**config.mk**
```make
export PLATFORM = sky130hd
export DESIGN_NAME = sorted_curve_table_interpolator_top
export DESIGN_NICKNAME = d
export VERILOG_FILES = /design/src/design/scti_pkg.sv /design/src/design/scti_ram.sv /design/src/design/scti_ctrl.sv /design/src/design/scti_dp.sv /design/src/design/sorted_curve_table_interpolator_top.sv
export SDC_FILE = /design/constraint.sdc
export NUM_CORES = 2
export LEC_CHECK = 0
export ABC_CLOCK_PERIOD_IN_PS = 10850
export BUFFER_PORTS_ARGS = -buffer_cell sky130_fd_sc_hd__buf_2
export CAP_MARGIN = 40
export CORE_ASPECT_RATIO = 1.25
export CORE_MARGIN = 2
export CORE_UTILIZATION = 55
export CTS_BUF_LIST = sky130_fd_sc_hd__clkbuf_8
export CTS_CLUSTER_SIZE = 16
export DETAILED_ROUTE_END_ITERATION = 6
export GPL_TIMING_DRIVEN = 0
export PLACE_DENSITY = 0.81
export SETUP_SLACK_MARGIN = 0.1
export SYNTH_ARGS = -nofsm -noshare
export SYNTH_HDL_FRONTEND = slang
export SYNTH_SLANG_ARGS = --single-unit
```
**constraint.sdc**
```tcl
create_clock -name clk -period 10.85 [get_ports clk]
set_clock_uncertainty 0.1 [all_clocks]
set_input_delay 1.085 -clock clk [delete_from_list [all_inputs] [get_ports clk]]
set_output_delay 1.085 -clock clk [all_outputs]
set_load 0.05 [all_outputs]
```
**src/design/scti_pkg.sv**
```systemverilog
// Shared types and constants for the sorted curve table interpolator.
`default_nettype none
package scti_pkg;
	localparam logic [1:0] OP_INSERT = 2'd0;
	localparam logic [1:0] OP_LOOKUP = 2'd1;
	localparam logic [1:0] OP_CLEAR  = 2'd2;

	localparam logic [1:0] ST_OK        = 2'd0;
	localparam logic [1:0] ST_BAD_GROUP = 2'd1;
	localparam logic [1:0] ST_FULL      = 2'd2;
	localparam logic [1:0] ST_EMPTY     = 2'd3;

	localparam logic [15:0] UNITY = 16'd16384;

	// Controller to datapath commands
	typedef struct packed {
		logic capture;    // latch input beat
		logic rd_issue;   // issue RAM read at rd_addr
		logic rd_take;    // RAM data valid this cycle
		logic wr_shift;   // write last read entry one place up
		logic wr_new;     // write new point at current position
		logic div_start;  // load the serial divider
		logic div_step;   // one quotient bit
		logic cnt_inc;    // bump the group's point count
		logic cnt_clr;    // clear all counts
		logic res_load;   // present result
	} cmd_t;

	// Datapath to controller status
	typedef struct packed {
		logic grp_bad;
		logic full;
		logic empty;
		logic pos_zero;   // insert position reached bottom
		logic key_gt;     // new key below read key (insert shifts)
		logic scan_done;  // lookup resolved
		logic need_div;   // lookup needs interpolation divide
		logic div_done;
	} stat_t;
endpackage
`default_nettype wire

```
**src/design/scti_ram.sv**
```systemverilog
// Generic single-port-write, single-port-read RAM with registered read.
`default_nettype none
module scti_ram #(
	parameter int WIDTH = 32,
	parameter int DEPTH = 48
) (
	input  wire logic                     clk,
	input  wire logic                     we,
	input  wire logic [$clog2(DEPTH)-1:0] waddr,
	input  wire logic [WIDTH-1:0]         wdata,
	input  wire logic [$clog2(DEPTH)-1:0] raddr,
	output logic      [WIDTH-1:0]         rdata
);
	logic [WIDTH-1:0] mem_q [DEPTH];

	always_ff @(posedge clk) begin
		if (we) mem_q[waddr] <= wdata;
		rdata <= mem_q[raddr];
	end
endmodule
`default_nettype wire

```
**src/design/scti_ctrl.sv**
```systemverilog
// Controller state machine for the sorted curve table interpolator.
`default_nettype none
module scti_ctrl
	import scti_pkg::*;
(
	input  wire logic       clk,
	input  wire logic       arst_n,
	input  wire logic       start,
	input  wire logic [1:0] opcode,
	input  wire stat_t      st,
	output logic            busy,
	output cmd_t            cmd
);
	typedef enum logic [8:0] {
		S_IDLE   = 9'b000000001,
		S_DEC    = 9'b000000010,
		S_IRD    = 9'b000000100,
		S_IWAIT  = 9'b000001000,
		S_ICMP   = 9'b000010000,
		S_LRD    = 9'b000100000,
		S_LWAIT  = 9'b001000000,
		S_LCMP   = 9'b010000000,
		S_DIV    = 9'b100000000
	} state_t;

	state_t state_q, state_d;
	logic [1:0] op_q;

	always_ff @(posedge clk or negedge arst_n) begin
		if (!arst_n) begin
			state_q <= S_IDLE;
			op_q    <= OP_INSERT;
		end else begin
			state_q <= state_d;
			if (start && !busy) op_q <= opcode;
		end
	end

	assign busy = (state_q != S_IDLE);

	// next state and commands
	always_comb begin
		state_d = state_q;
		cmd     = '0;
		unique case (state_q)
			S_IDLE: begin
				if (start) begin
					cmd.capture = 1'b1;
					state_d = S_DEC;
				end
			end
			S_DEC: begin
				priority if (op_q == OP_CLEAR) begin
					cmd.cnt_clr  = 1'b1;
					cmd.res_load = 1'b1;
					state_d = S_IDLE;
				end else if (op_q == OP_INSERT && !st.grp_bad && !st.full) begin
					if (st.pos_zero) begin
						cmd.wr_new   = 1'b1;
						cmd.cnt_inc  = 1'b1;
						cmd.res_load = 1'b1;
						state_d = S_IDLE;
					end else begin
						cmd.rd_issue = 1'b1;
						state_d = S_IWAIT;
					end
				end else if (op_q == OP_LOOKUP && !st.grp_bad && !st.empty) begin
					cmd.rd_issue = 1'b1;
					state_d = S_LWAIT;
				end else begin
					cmd.res_load = 1'b1;
					state_d = S_IDLE;
				end
			end
			S_IWAIT: begin
				cmd.rd_take = 1'b1;
				state_d = S_ICMP;
			end
			S_ICMP: begin
				if (st.key_gt) begin
					cmd.wr_shift = 1'b1;
					state_d = S_IRD;
				end else begin
					cmd.wr_new   = 1'b1;
					cmd.cnt_inc  = 1'b1;
					cmd.res_load = 1'b1;
					state_d = S_IDLE;
				end
			end
			S_IRD: begin
				if (st.pos_zero) begin
					cmd.wr_new   = 1'b1;
					cmd.cnt_inc  = 1'b1;
					cmd.res_load = 1'b1;
					state_d = S_IDLE;
				end else begin
					cmd.rd_issue = 1'b1;
					state_d = S_IWAIT;
				end
			end
			S_LWAIT: begin
				cmd.rd_take = 1'b1;
				state_d = S_LCMP;
			end
			S_LCMP: begin
				priority if (st.scan_done && st.need_div) begin
					cmd.div_start = 1'b1;
					state_d = S_DIV;
				end else if (st.scan_done) begin
					cmd.res_load = 1'b1;
					state_d = S_IDLE;
				end else begin
					state_d = S_LRD;
				end
			end
			S_LRD: begin
				cmd.rd_issue = 1'b1;
				state_d = S_LWAIT;
			end
			S_DIV: begin
				if (st.div_done) begin
					cmd.res_load = 1'b1;
					state_d = S_IDLE;
				end else begin
					cmd.div_step = 1'b1;
				end
			end
			default: state_d = S_IDLE;
		endcase
	end

	a_start_only_idle: assert property (@(posedge clk) disable iff (!arst_n)
		cmd.capture |-> state_q == S_IDLE)
		else $error("capture outside idle");
	a_result_ends_item: assert property (@(posedge clk) disable iff (!arst_n)
		cmd.res_load |=> !busy)
		else $error("result without return to idle");
	a_single_write: assert property (@(posedge clk) disable iff (!arst_n)
		!(cmd.wr_new && cmd.wr_shift))
		else $error("two writes in one cycle");
endmodule
`default_nettype wire

```
**src/design/scti_dp.sv**
```systemverilog
// Datapath: curve memory, point counts, scan registers and serial divider.
`default_nettype none
module scti_dp
	import scti_pkg::*;
#(
	parameter int GROUPS     = 3,
	parameter int MAX_POINTS = 16
) (
	input  wire logic        clk,
	input  wire logic        arst_n,
	input  wire cmd_t        cmd,
	output stat_t            st,
	input  wire logic [1:0]  opcode,
	input  wire logic [1:0]  group,
	input  wire logic [15:0] level,
	input  wire logic [15:0] factor_in,
	output logic             done,
	output logic [1:0]       status,
	output logic [15:0]      factor_out,
	output logic [4:0]       point_count
);
	localparam int DEPTH = GROUPS * MAX_POINTS;
	localparam int AW    = $clog2(DEPTH);
	localparam int PW    = $clog2(MAX_POINTS + 1);
	localparam int GW    = (GROUPS > 1) ? $clog2(GROUPS) : 1;

	// Beat capture
	logic [1:0]  op_q;
	logic [1:0]  grp_q;
	logic [15:0] lvl_q;
	logic [15:0] fac_q;
	logic [PW-1:0] cnt_q [GROUPS];
	logic [31:0]   tail_q [GROUPS];   // last (highest) entry of each curve
	logic [PW-1:0] pos_q;   // insert: hole; lookup: next index to read

	logic grp_ok;
	logic [GW-1:0] gidx;
	logic [PW-1:0] cur_cnt;
	assign grp_ok  = ({30'd0, grp_q} < GROUPS);
	assign gidx    = grp_q[GW-1:0];
	assign cur_cnt = grp_ok ? cnt_q[gidx] : '0;

	// Count of the group on the input ports, for the start position
	logic          in_ok;
	logic [PW-1:0] in_cnt;
	assign in_ok  = ({30'd0, group} < GROUPS);
	assign in_cnt = in_ok ? cnt_q[group[GW-1:0]] : '0;

	// RAM
	logic          we;
	logic [AW-1:0] waddr, raddr, base;
	logic [31:0]   wdata, rdata;
	logic [31:0]   ent_q;     // last entry read
	logic [31:0]   prev_q;    // lookup: previous entry
	assign base = AW'(gidx * MAX_POINTS);

	scti_ram #(.WIDTH(32), .DEPTH(DEPTH)) u_ram (
		.clk(clk), .we(we), .waddr(waddr), .wdata(wdata), .raddr(raddr), .rdata(rdata)
	);

	assign raddr = base + AW'(pos_q - ((op_q == OP_INSERT) ? PW'(1) : PW'(0)));
	assign we    = cmd.wr_shift | cmd.wr_new;
	assign waddr = base + AW'(pos_q);
	assign wdata = cmd.wr_new ? {lvl_q, fac_q} : ent_q;

	// Lookup evaluation on freshly read entry (rd_take registered into ent_q)
	logic signed [15:0] x, ek, pk, tk;
	logic first_rd;
	assign x  = lvl_q;
	assign ek = ent_q[31:16];
	assign pk = prev_q[31:16];
	assign tk = tail_q[gidx][31:16];
	assign first_rd = (pos_q == PW'(1));

	// Divider: |x-g0| * |f1-f0| / (g1-g0)
	logic [32:0] num_q;
	logic [16:0] den_q;
	logic [16:0] rem_q;
	logic [5:0]  dcnt_q;
	logic        neg_q;
	logic [15:0] f0_q;
	logic [17:0] trial;
	assign trial = {rem_q, num_q[32]} - {1'b0, den_q};

	logic [15:0] fout_q;
	logic [1:0]  stat_q;
	logic        res_direct;   // lookup resolved without divide
	logic [15:0] res_val;

	logic [16:0] span, dx;
	logic [16:0] df;
	logic        dneg;
	logic [33:0] prod;
	assign span = 17'(signed'({ek[15], ek}) - signed'({pk[15], pk}));
	assign dx   = 17'(signed'({x[15], x}) - signed'({pk[15], pk}));
	assign dneg = ent_q[15:0] < prev_q[15:0];
	assign df   = dneg ? 17'(prev_q[15:0] - ent_q[15:0]) : 17'(ent_q[15:0] - prev_q[15:0]);
	assign prod = dx * df;

	// clamp at or below the first key, then at or above the last key
	always_comb begin
		res_direct = 1'b0;
		res_val    = ent_q[15:0];
		if (first_rd && x <= ek) res_direct = 1'b1;
		else if (first_rd && x >= tk) begin
			res_direct = 1'b1;
			res_val    = tail_q[gidx][15:0];
		end
	end

	// past the first entry x lies below the last key, so a later key bounds it
	assign st.grp_bad   = !grp_ok;
	assign st.full      = grp_ok && (cnt_q[gidx] >= PW'(MAX_POINTS));
	assign st.empty     = grp_ok && (cnt_q[gidx] == '0);
	assign st.pos_zero  = (pos_q == '0);
	assign st.key_gt    = x < ek;
	assign st.scan_done = res_direct || (!first_rd && x <= ek);
	assign st.need_div  = !res_direct;
	assign st.div_done  = (dcnt_q == '0);

	always_ff @(posedge clk or negedge arst_n) begin
		if (!arst_n) begin
			for (int g = 0; g < GROUPS; g++) cnt_q[g] <= '0;
			done <= 1'b0;
		end else begin
			done <= cmd.res_load;
			if (cmd.cnt_clr)
				for (int g = 0; g < GROUPS; g++) cnt_q[g] <= '0;
			else if (cmd.cnt_inc)
				cnt_q[gidx] <= cnt_q[gidx] + PW'(1);
		end
	end

	// Scan / divide registers
	always_ff @(posedge clk) begin
		if (cmd.capture) begin
			op_q  <= opcode;
			grp_q <= group;
			lvl_q <= level;
			fac_q <= factor_in;
		end
		if (cmd.capture) pos_q <= (opcode == OP_INSERT) ? in_cnt : '0;
		else if (cmd.wr_shift) pos_q <= pos_q - PW'(1);
		else if (op_q == OP_LOOKUP && cmd.rd_issue) pos_q <= pos_q + PW'(1);
		// a point placed at the end becomes the new tail
		if (cmd.wr_new && pos_q == cur_cnt)
			tail_q[gidx] <= {lvl_q, fac_q};
		if (cmd.rd_take) begin
			ent_q  <= rdata;
			prev_q <= ent_q;
		end
		if (cmd.div_start) begin
			num_q  <= prod[32:0];
			den_q  <= span;
			rem_q  <= '0;
			dcnt_q <= 6'd33;
			neg_q  <= dneg;
			f0_q   <= prev_q[15:0];
		end else if (cmd.div_step) begin
			if (!trial[17]) rem_q <= trial[16:0];
			else rem_q <= {rem_q[15:0], num_q[32]};
			num_q  <= {num_q[31:0], !trial[17]};
			dcnt_q <= dcnt_q - 6'd1;
		end
		if (cmd.res_load) begin
			stat_q <= ST_OK;
			fout_q <= UNITY;
			point_count <= 5'(cur_cnt);
			unique case (op_q)
				OP_INSERT: begin
					if (!grp_ok) stat_q <= ST_BAD_GROUP;
					else if (cur_cnt >= PW'(MAX_POINTS)) stat_q <= ST_FULL;
					else point_count <= 5'(cur_cnt + PW'(1));
				end
				OP_LOOKUP: begin
					if (!grp_ok) stat_q <= ST_BAD_GROUP;
					else if (cur_cnt == '0) stat_q <= ST_EMPTY;
					else if (!res_direct)
						fout_q <= neg_q ? f0_q - num_q[15:0] : f0_q + num_q[15:0];
					else fout_q <= res_val;
				end
				OP_CLEAR: point_count <= '0;
				default: ;
			endcase
		end
	end

	assign status     = stat_q;
	assign factor_out = fout_q;
endmodule
`default_nettype wire

```
**src/design/sorted_curve_table_interpolator_top.sv**
```systemverilog
// Top level of the sorted curve table interpolator.
// Usage: drive opcode, group, level and factor_in with start high while
// busy is low; that beat is taken at the rising edge. One result beat
// follows: done pulses for one cycle with status, factor_out and point_count
// valid in that cycle. The receiver cannot stall; results must be captured
// when done is high. Done is high in the first cycle with busy low, and the
// next beat can be taken at the edge ending that cycle.
// Clear, rejected items and an insert into an empty curve end in decode.
// Insert: a read, wait and compare through the single RAM read port per
// point moved up, plus a wait and compare when the new point stops above
// a stored one. Lookup: a read, wait and compare per point scanned, plus
// the bit-serial divide when interpolating.
// Reset clears all point counts, so every curve starts empty; the curve
// RAM itself is not cleared and needs no pass.
`default_nettype none
module sorted_curve_table_interpolator_top
	import scti_pkg::*;
#(
	parameter int GROUPS     = 3,
	parameter int MAX_POINTS = 16
) (
	input  wire logic        clk,
	input  wire logic        arst_n,
	input  wire logic        start,
	output logic             busy,
	input  wire logic [1:0]  opcode,
	input  wire logic [1:0]  group,
	input  wire logic signed [15:0] level,
	input  wire logic [15:0] factor_in,
	output logic             done,
	output logic [1:0]       status,
	output logic [15:0]      factor_out,
	output logic [4:0]       point_count
);
	cmd_t  cmd;
	stat_t st;

	scti_ctrl u_ctrl (
		.clk(clk), .arst_n(arst_n), .start(start), .opcode(opcode),
		.st(st), .busy(busy), .cmd(cmd)
	);

	scti_dp #(.GROUPS(GROUPS), .MAX_POINTS(MAX_POINTS)) u_dp (
		.clk(clk), .arst_n(arst_n), .cmd(cmd), .st(st),
		.opcode(opcode), .group(group), .level(level), .factor_in(factor_in),
		.done(done), .status(status), .factor_out(factor_out),
		.point_count(point_count)
	);
endmodule
`default_nettype wire
```
### After elaboration in Yosys (flattened, before gate mapping)

Memory sizes are Yosys's and may differ from the RTL's. A register that Yosys moved wholly into a read port is not among the register bits.
Index checks and enable logic that the tools add are counted.

| word-level totals | value |
|---|---|
| ROM bits | 0 |
| memory bits (writable) | 1,632 |
| latch bits | 0 |
| flip-flop bits (word level) | 245 |
| memories kept | 2 |
| output and inout port bits | 25 |

Memory list:

| name | words | width | rd ports | clocked after memory_dff | write ports | RTL line | source |
|---|---|---|---|---|---|---|---|
| u_dp.u_ram.mem_q | 48 | 32 | 1 | 1 | 1 | scti_ram.sv:14 | `logic [WIDTH-1:0] mem_q [DEPTH];` |
| u_dp.tail_q | 3 | 32 | 1 | 1 | 1 | scti_dp.sv:33 | `logic [31:0] tail_q [GROUPS];` |

| cells by class | value |
|---|---|
| order comparisons | 11 |
| $add $sub $neg | 15 |
| $mul | 1 |
| shift operators | 0 |
| multiplexer cells | 80 |
| reduce and logical (&&, ||, !) cells | 34 |
| equal/unequal tests | 18 |
| divide/modulo/power cells | 0 |
| bitwise gates (word level) | 5 |

Operators with widths:

| kind | number |
|---|---|
| 9-bit one-hot mux with 9 select lines | 1 |
| 16-bit by 16-bit subtractor with 17-bit output | 4 |
| 33-bit two-way mux | 2 |
| 5-bit two-way mux | 13 |
| 16-bit two-way mux | 4 |
| 9-bit two-way mux | 5 |
| 17-bit two-way mux | 2 |
| 17-bit by 17-bit multiplier with 33-bit output | 1 |
| 16-bit < comparator | 2 |
| 1-bit two-way mux | 32 |
| 32-bit two-way mux | 1 |
| 15-bit two-way mux | 2 |
| 5-bit binary-select mux with 2-bit select | 2 |
| 18-bit by 17-bit subtractor with 18-bit output | 1 |
| 16-bit adder | 1 |
| 16-bit >= comparator | 1 |
| 16-bit less-or-equal comparator | 1 |
| 16-bit subtractor | 1 |
| 5-bit by 1-bit adder with 5-bit output (second input constant) | 3 |
| 15-bit bitwise mux | 1 |
| 5-bit zero test | 3 |
| 1-bit logical AND | 14 |
| 5-bit demux with 2-bit select | 1 |
| 5-bit >= comparator (second input constant) | 2 |
| other kinds (44) | 64 |

### Longest topological paths before layout

| logic depth | value |
|---|---|
| word-level depth | 16 |
| gate-level depth with buffers | 37 |
| gate-level depth less buffers | 36 |

### Modules after synthesis

Synthesis repeated with hierarchy kept, for this count alone.

| unflattened totals | value |
|---|---|
| cells, all modules | 5,828 |
| area, all modules | 89,331.9 sq um |

Modules (own cells, without submodules):

| module | cells each | times used | seq. area each (sq um) | area an instance (sq um) |
|---|---|---|---|---|
| scti_ram | 2,909 | 1 | 46,764.9 | 60,146.4 |
| scti_dp | 2,847 | 1 | 9,639.2 | 28,453.5 |
| scti_ctrl | 72 | 1 | 276.5 | 732.0 |

### Least setup slack after synthesis

Ideal clock, no wire load.

| timing path | value |
|---|---|
| kind | register to register |
| start | reg u_dp.prev_q[1] |
| end | reg u_dp.num_q[29] (data pin) |
| setup time | 0.268 ns |
| setup slack | 1.960 ns |
| stages on the path, launching flop included | 34 |
| buffers on the path | 2 |
| required time | 10.482 ns |
| arrival | 8.522 ns |
| cell sequence | edfxtp_1 inv_1 ha_1 nor2b_1 o31a_1 or4_4 a21oi_4 a31oi_4 nor2_8 buf_4 mux2i_1 xnor2_1 clkbuf_1 nand2_1 fa_1 fa_1 fa_1 fa_1 inv_1 fa_1 inv_1 fa_1 inv_1 ha_1 a21o_1 a211o_1 a31oi_1 o31ai_1 a21oi_1 o21ai_0 a221o_1 o31ai_1 xor2_1 o21ai_0 |

| between the ends | value |
|---|---|
| longest elaborated chain between the ends | 4 |
| elaborated cells between the ends (all ways) | 6 |
| classes of those cells | add/sub: 2; mul: 1; order compare: 1; mux: 2 |

RTL lines:

| item | RTL line | source |
|---|---|---|
| from (decl) | scti_dp.sv:54 | `logic [31:0] prev_q;` |
| from (signal assigned) | scti_dp.sv:150 | `prev_q <= ent_q;` |
| 16-bit < comparator | scti_dp.sv:96 | `assign dneg = ent_q[15:0] < prev_q[15:0];` |
| net u_dp.dneg | scti_dp.sv:92 | `logic dneg;` |
| 17-bit two-way mux | scti_dp.sv:97 | `assign df = dneg ? 17'(prev_q[15:0] - ent_q[15:0]) : 17'(ent_q[15:0] - prev_q[15:0]);` |
| 17-bit by 17-bit multiplier with 33-bit output | scti_dp.sv:98 | `assign prod = dx * df;` |
| 33-bit two-way mux | scti_dp.sv:152 | `if (cmd.div_start) begin` |
| to (signal assigned) | scti_dp.sv:153 | `num_q <= prod[32:0];` |
| to (signal assigned) | scti_dp.sv:162 | `num_q <= {num_q[31:0], !trial[17]};` |
| to (decl) | scti_dp.sv:76 | `logic [32:0] num_q;` |

The timed path passes the listed nets, and every way through them passes these cells.
A chain may end at the register's enable or synchronous reset.

### Final worst setup path

| timing path | value |
|---|---|
| start | reg u_dp.prev_q[1] |
| end | reg u_dp.num_q[32] (data pin) |

| between the ends | value |
|---|---|
| longest elaborated chain between the ends | 4 |
| elaborated cells between the ends (all ways) | 6 |
| classes of those cells | add/sub: 2; mul: 1; order compare: 1; mux: 2 |

RTL lines:

| item | RTL line |
|---|---|
| 16-bit by 16-bit subtractor with 17-bit output / 16-bit < comparator (equally long branches) | scti_dp.sv:97, scti_dp.sv:96 |
| 17-bit two-way mux (*) | scti_dp.sv:97 |
| 17-bit by 17-bit multiplier with 33-bit output (*) | scti_dp.sv:98 |
| 33-bit two-way mux (*) | scti_dp.sv:152 |

Every way passes the cells marked *; elsewhere a longest branch is shown, timed or not.

==> reports/qor.yml <==
tightest_slew_ns: 1.02
maxSlewHeadroom_pct: 31.8
post-route-period-util_pct: 96.4
rsz0062_at_grt: "no"
synth_fp_nets: 5730
dp_hpwl_um: 163000
slew_viol_final: 0
synth_area_leaders: "edfxtp_1 63%, mux4_2 12%, fa_1 5.3%, ha_1 3.6%, inv_1 1.8%"
place.gp.congestion: 0.979
ant_nets: 0
start_util_pct: 55.4
period_needed_ns: 10.46
grt_pass1_vias: 53270
syn2layout_area_growth_pct: 13.5
status: "finished, final reports clean"
die_w_um: 361
io_pins: 64
layout_common_cells: "1827 x edfxtp_1, 502 x inv_1, 480 x mux4_2"
num_vias: 50888
cp_max_fo: 10
crit_path_end_kind: "register"
rows: 163
ys_types: 86
port_buffers: 63
syn_area_um2: 87500
netlist.area_leader.share_pct: 62.7
yosys.area.top_type: "edfxtp_1"
drt_first_pass_iters: 6
synth_edf_count: 1827
setup_viol: 0
ys_async_sr_fraction_pct: 1.41
cp_slowest_stage_delay_ns: 0.66
grt_overflow: 0
required_ns: 11.52
synth_ff_type: "edfxtp_1"
placement.cell_area_um2: 93800
worstPathArrival_ns: 11.12
hold_violations: 0
grt_pass1_wl_um: 346000
antenna_found_initial: 14
cts_root_buffer: "clkbuf_8"
drc_errors: 0
grt_max_degree: 49
clock_sinks: 1911
clkLatencyLatePin_ns: 1.06
final_area_um2: 99400
die_h_um: 450
slowest_stage: "or4_1"
hold_path.class: "in -> reg"
syn_avg_cell_area_um2: 16.8
critPathLaunchType: "register"
worst-path-buf-inv: 6
cts_made_buffers: 293
grtUsageTotal_pct: 29.5
drt-initial-drc-count: 5797
ys_warn_count: 0
htreeDepth: 5
regToRegSetupSlack_ns: 0.39
ys_seq_area_share_pct: 64.8
synth-seq-cells: 1911
cts_buffer_depth: 4
syn-instance-count: 5206
drive_above_1_share_pct: 20.5
worst_setup_hold_path_clk_slew_ns: 0.06
postRouteWirelength_um: 239000
critical_path_class: "reg -> reg"
crit_path_frequent_cell: "fa_1"
cp_top_family: "adder cells"
core_um2: 158000
final_common_cell: "edfxtp_1"
dieArea_um2: 162000
avgViaCountPerCell: 6.36
avgRoutedWirePerCell_um: 29.8
cts_tree: "yes"
nets: 6264
timing.max_cap.violations: 0
fmax_mhz: 95.6
path summary, 6_finish.rpt:
path | start | endpoint | cells past startpoint
worst max-delay path | u_dp.prev_q[1] | u_dp.num_q[32] | 34
worst min-delay path | level[12] | u_dp.lvl_q[12] | 1
worst max register to register | u_dp.prev_q[1] | u_dp.num_q[32] | 34
worst min register to register | u_dp.u_ram.rdata[8] | u_dp.ent_q[8] | 0
max in group asynchronous | arst_n | u_dp.cnt_q[6] | 2
min in group asynchronous | arst_n | u_dp.cnt_q[7] | 2
cell type report:
cell class,instances,area [µm²]
fillers,10287,58700
flip-flops and latches,1911,56700
multi-input cells,2653,29100
clock buffers,306,4210
repair buffers,240,3150
well taps,2062,2580
inverters,429,1610
clock inverters,191,1140
plain buffers,212,837
diodes,3,7.51
metrics by stage:
| step | utilization (%) | worst slack, ns | std cells | setup TNS, ns | hold WS (ns) |
|---|---|---|---|---|---|
| CTS | 62.8 | 0.157 | 7997 | 0 | 0.0923 |
| finish | 62.9 | 0.394 | 8007 | 0 | 0.142 |
| global route | 62.9 | 0.162 | 8005 | 0 | 0.121 |
| detailed placement | 59.4 | 0.174 | 7499 | 0 | 0.289 |
| global placement | 57.2 | -0.135 | 7331 | -0.320 | 0.288 |
| floorplan | - | 1.96 | 5206 | 0 | 0.286 |
flip-flops by register name (all words and copies together) (netlist names), 17 cells and up, named ones only:
name              flops
u_dp.rem_q           17
u_dp.prev_q          32
u_dp.num_q           33
u_dp.den_q           17
u_dp.u_ram.mem_q   1536
u_dp.ent_q           32
u_dp.u_ram.rdata     32
u_dp.tail_q          96
cell usage after synthesis (all sizes together), types with 45 or more instances:
library cell / number
a21oi: 156
and2: 48
buf: 66
clkbuf: 147
dfxtp: 57
edfxtp: 1827
fa: 230
ha: 255
inv: 429
mux2i: 102
mux4: 480
nand2: 318
nand2b: 46
nand3: 74
nor2: 275
o21ai: 172
xnor2: 100
xor2: 45
metal layers:
metal / routed length, µm / part of all wire [%] / track usage (%) / up-vias
met5: 117 / 0.049 / 0 / -
met3: 21600 / 9.1 / 6.31 / 912
met1: 76900 / 32 / 33.0 / 25641
met4: 16500 / 6.9 / 18.6 / 18
met2: 124000 / 52 / 51.5 / 3440
li1: - / - / - / 20877
cell families (layout without fill, tap and decap cells):
kind of cell               Yosys count  in the layout  share of synthesized area [%]
xor gates and xnor gates           145            145                           1.46
adders and majority gates          485            485                           8.91
other                                0              3                              0
muxes                              587            587                           13.6
AOI/OAI and AO/OA                  539            539                           3.85
buffers and inverters              642           1378                           2.79
and+or+nand+nor                    897            897                           4.65
DFF                               1911           1911                           64.8
what timing repair did:
| item | CTS | global route |
|---|---|---|
| hold buffers | 1 | 0 |
| endpoints found under the hold margin | 11 | 0 |
| gates resized for setup | 0 | 14 |
| setup buffers | 0 | 0 |
| setup endpoints to repair | 0 | 4 |
Power is not shown: default switching activity piles up to over one toggle a cycle in this logic, so the estimate is an artifact.
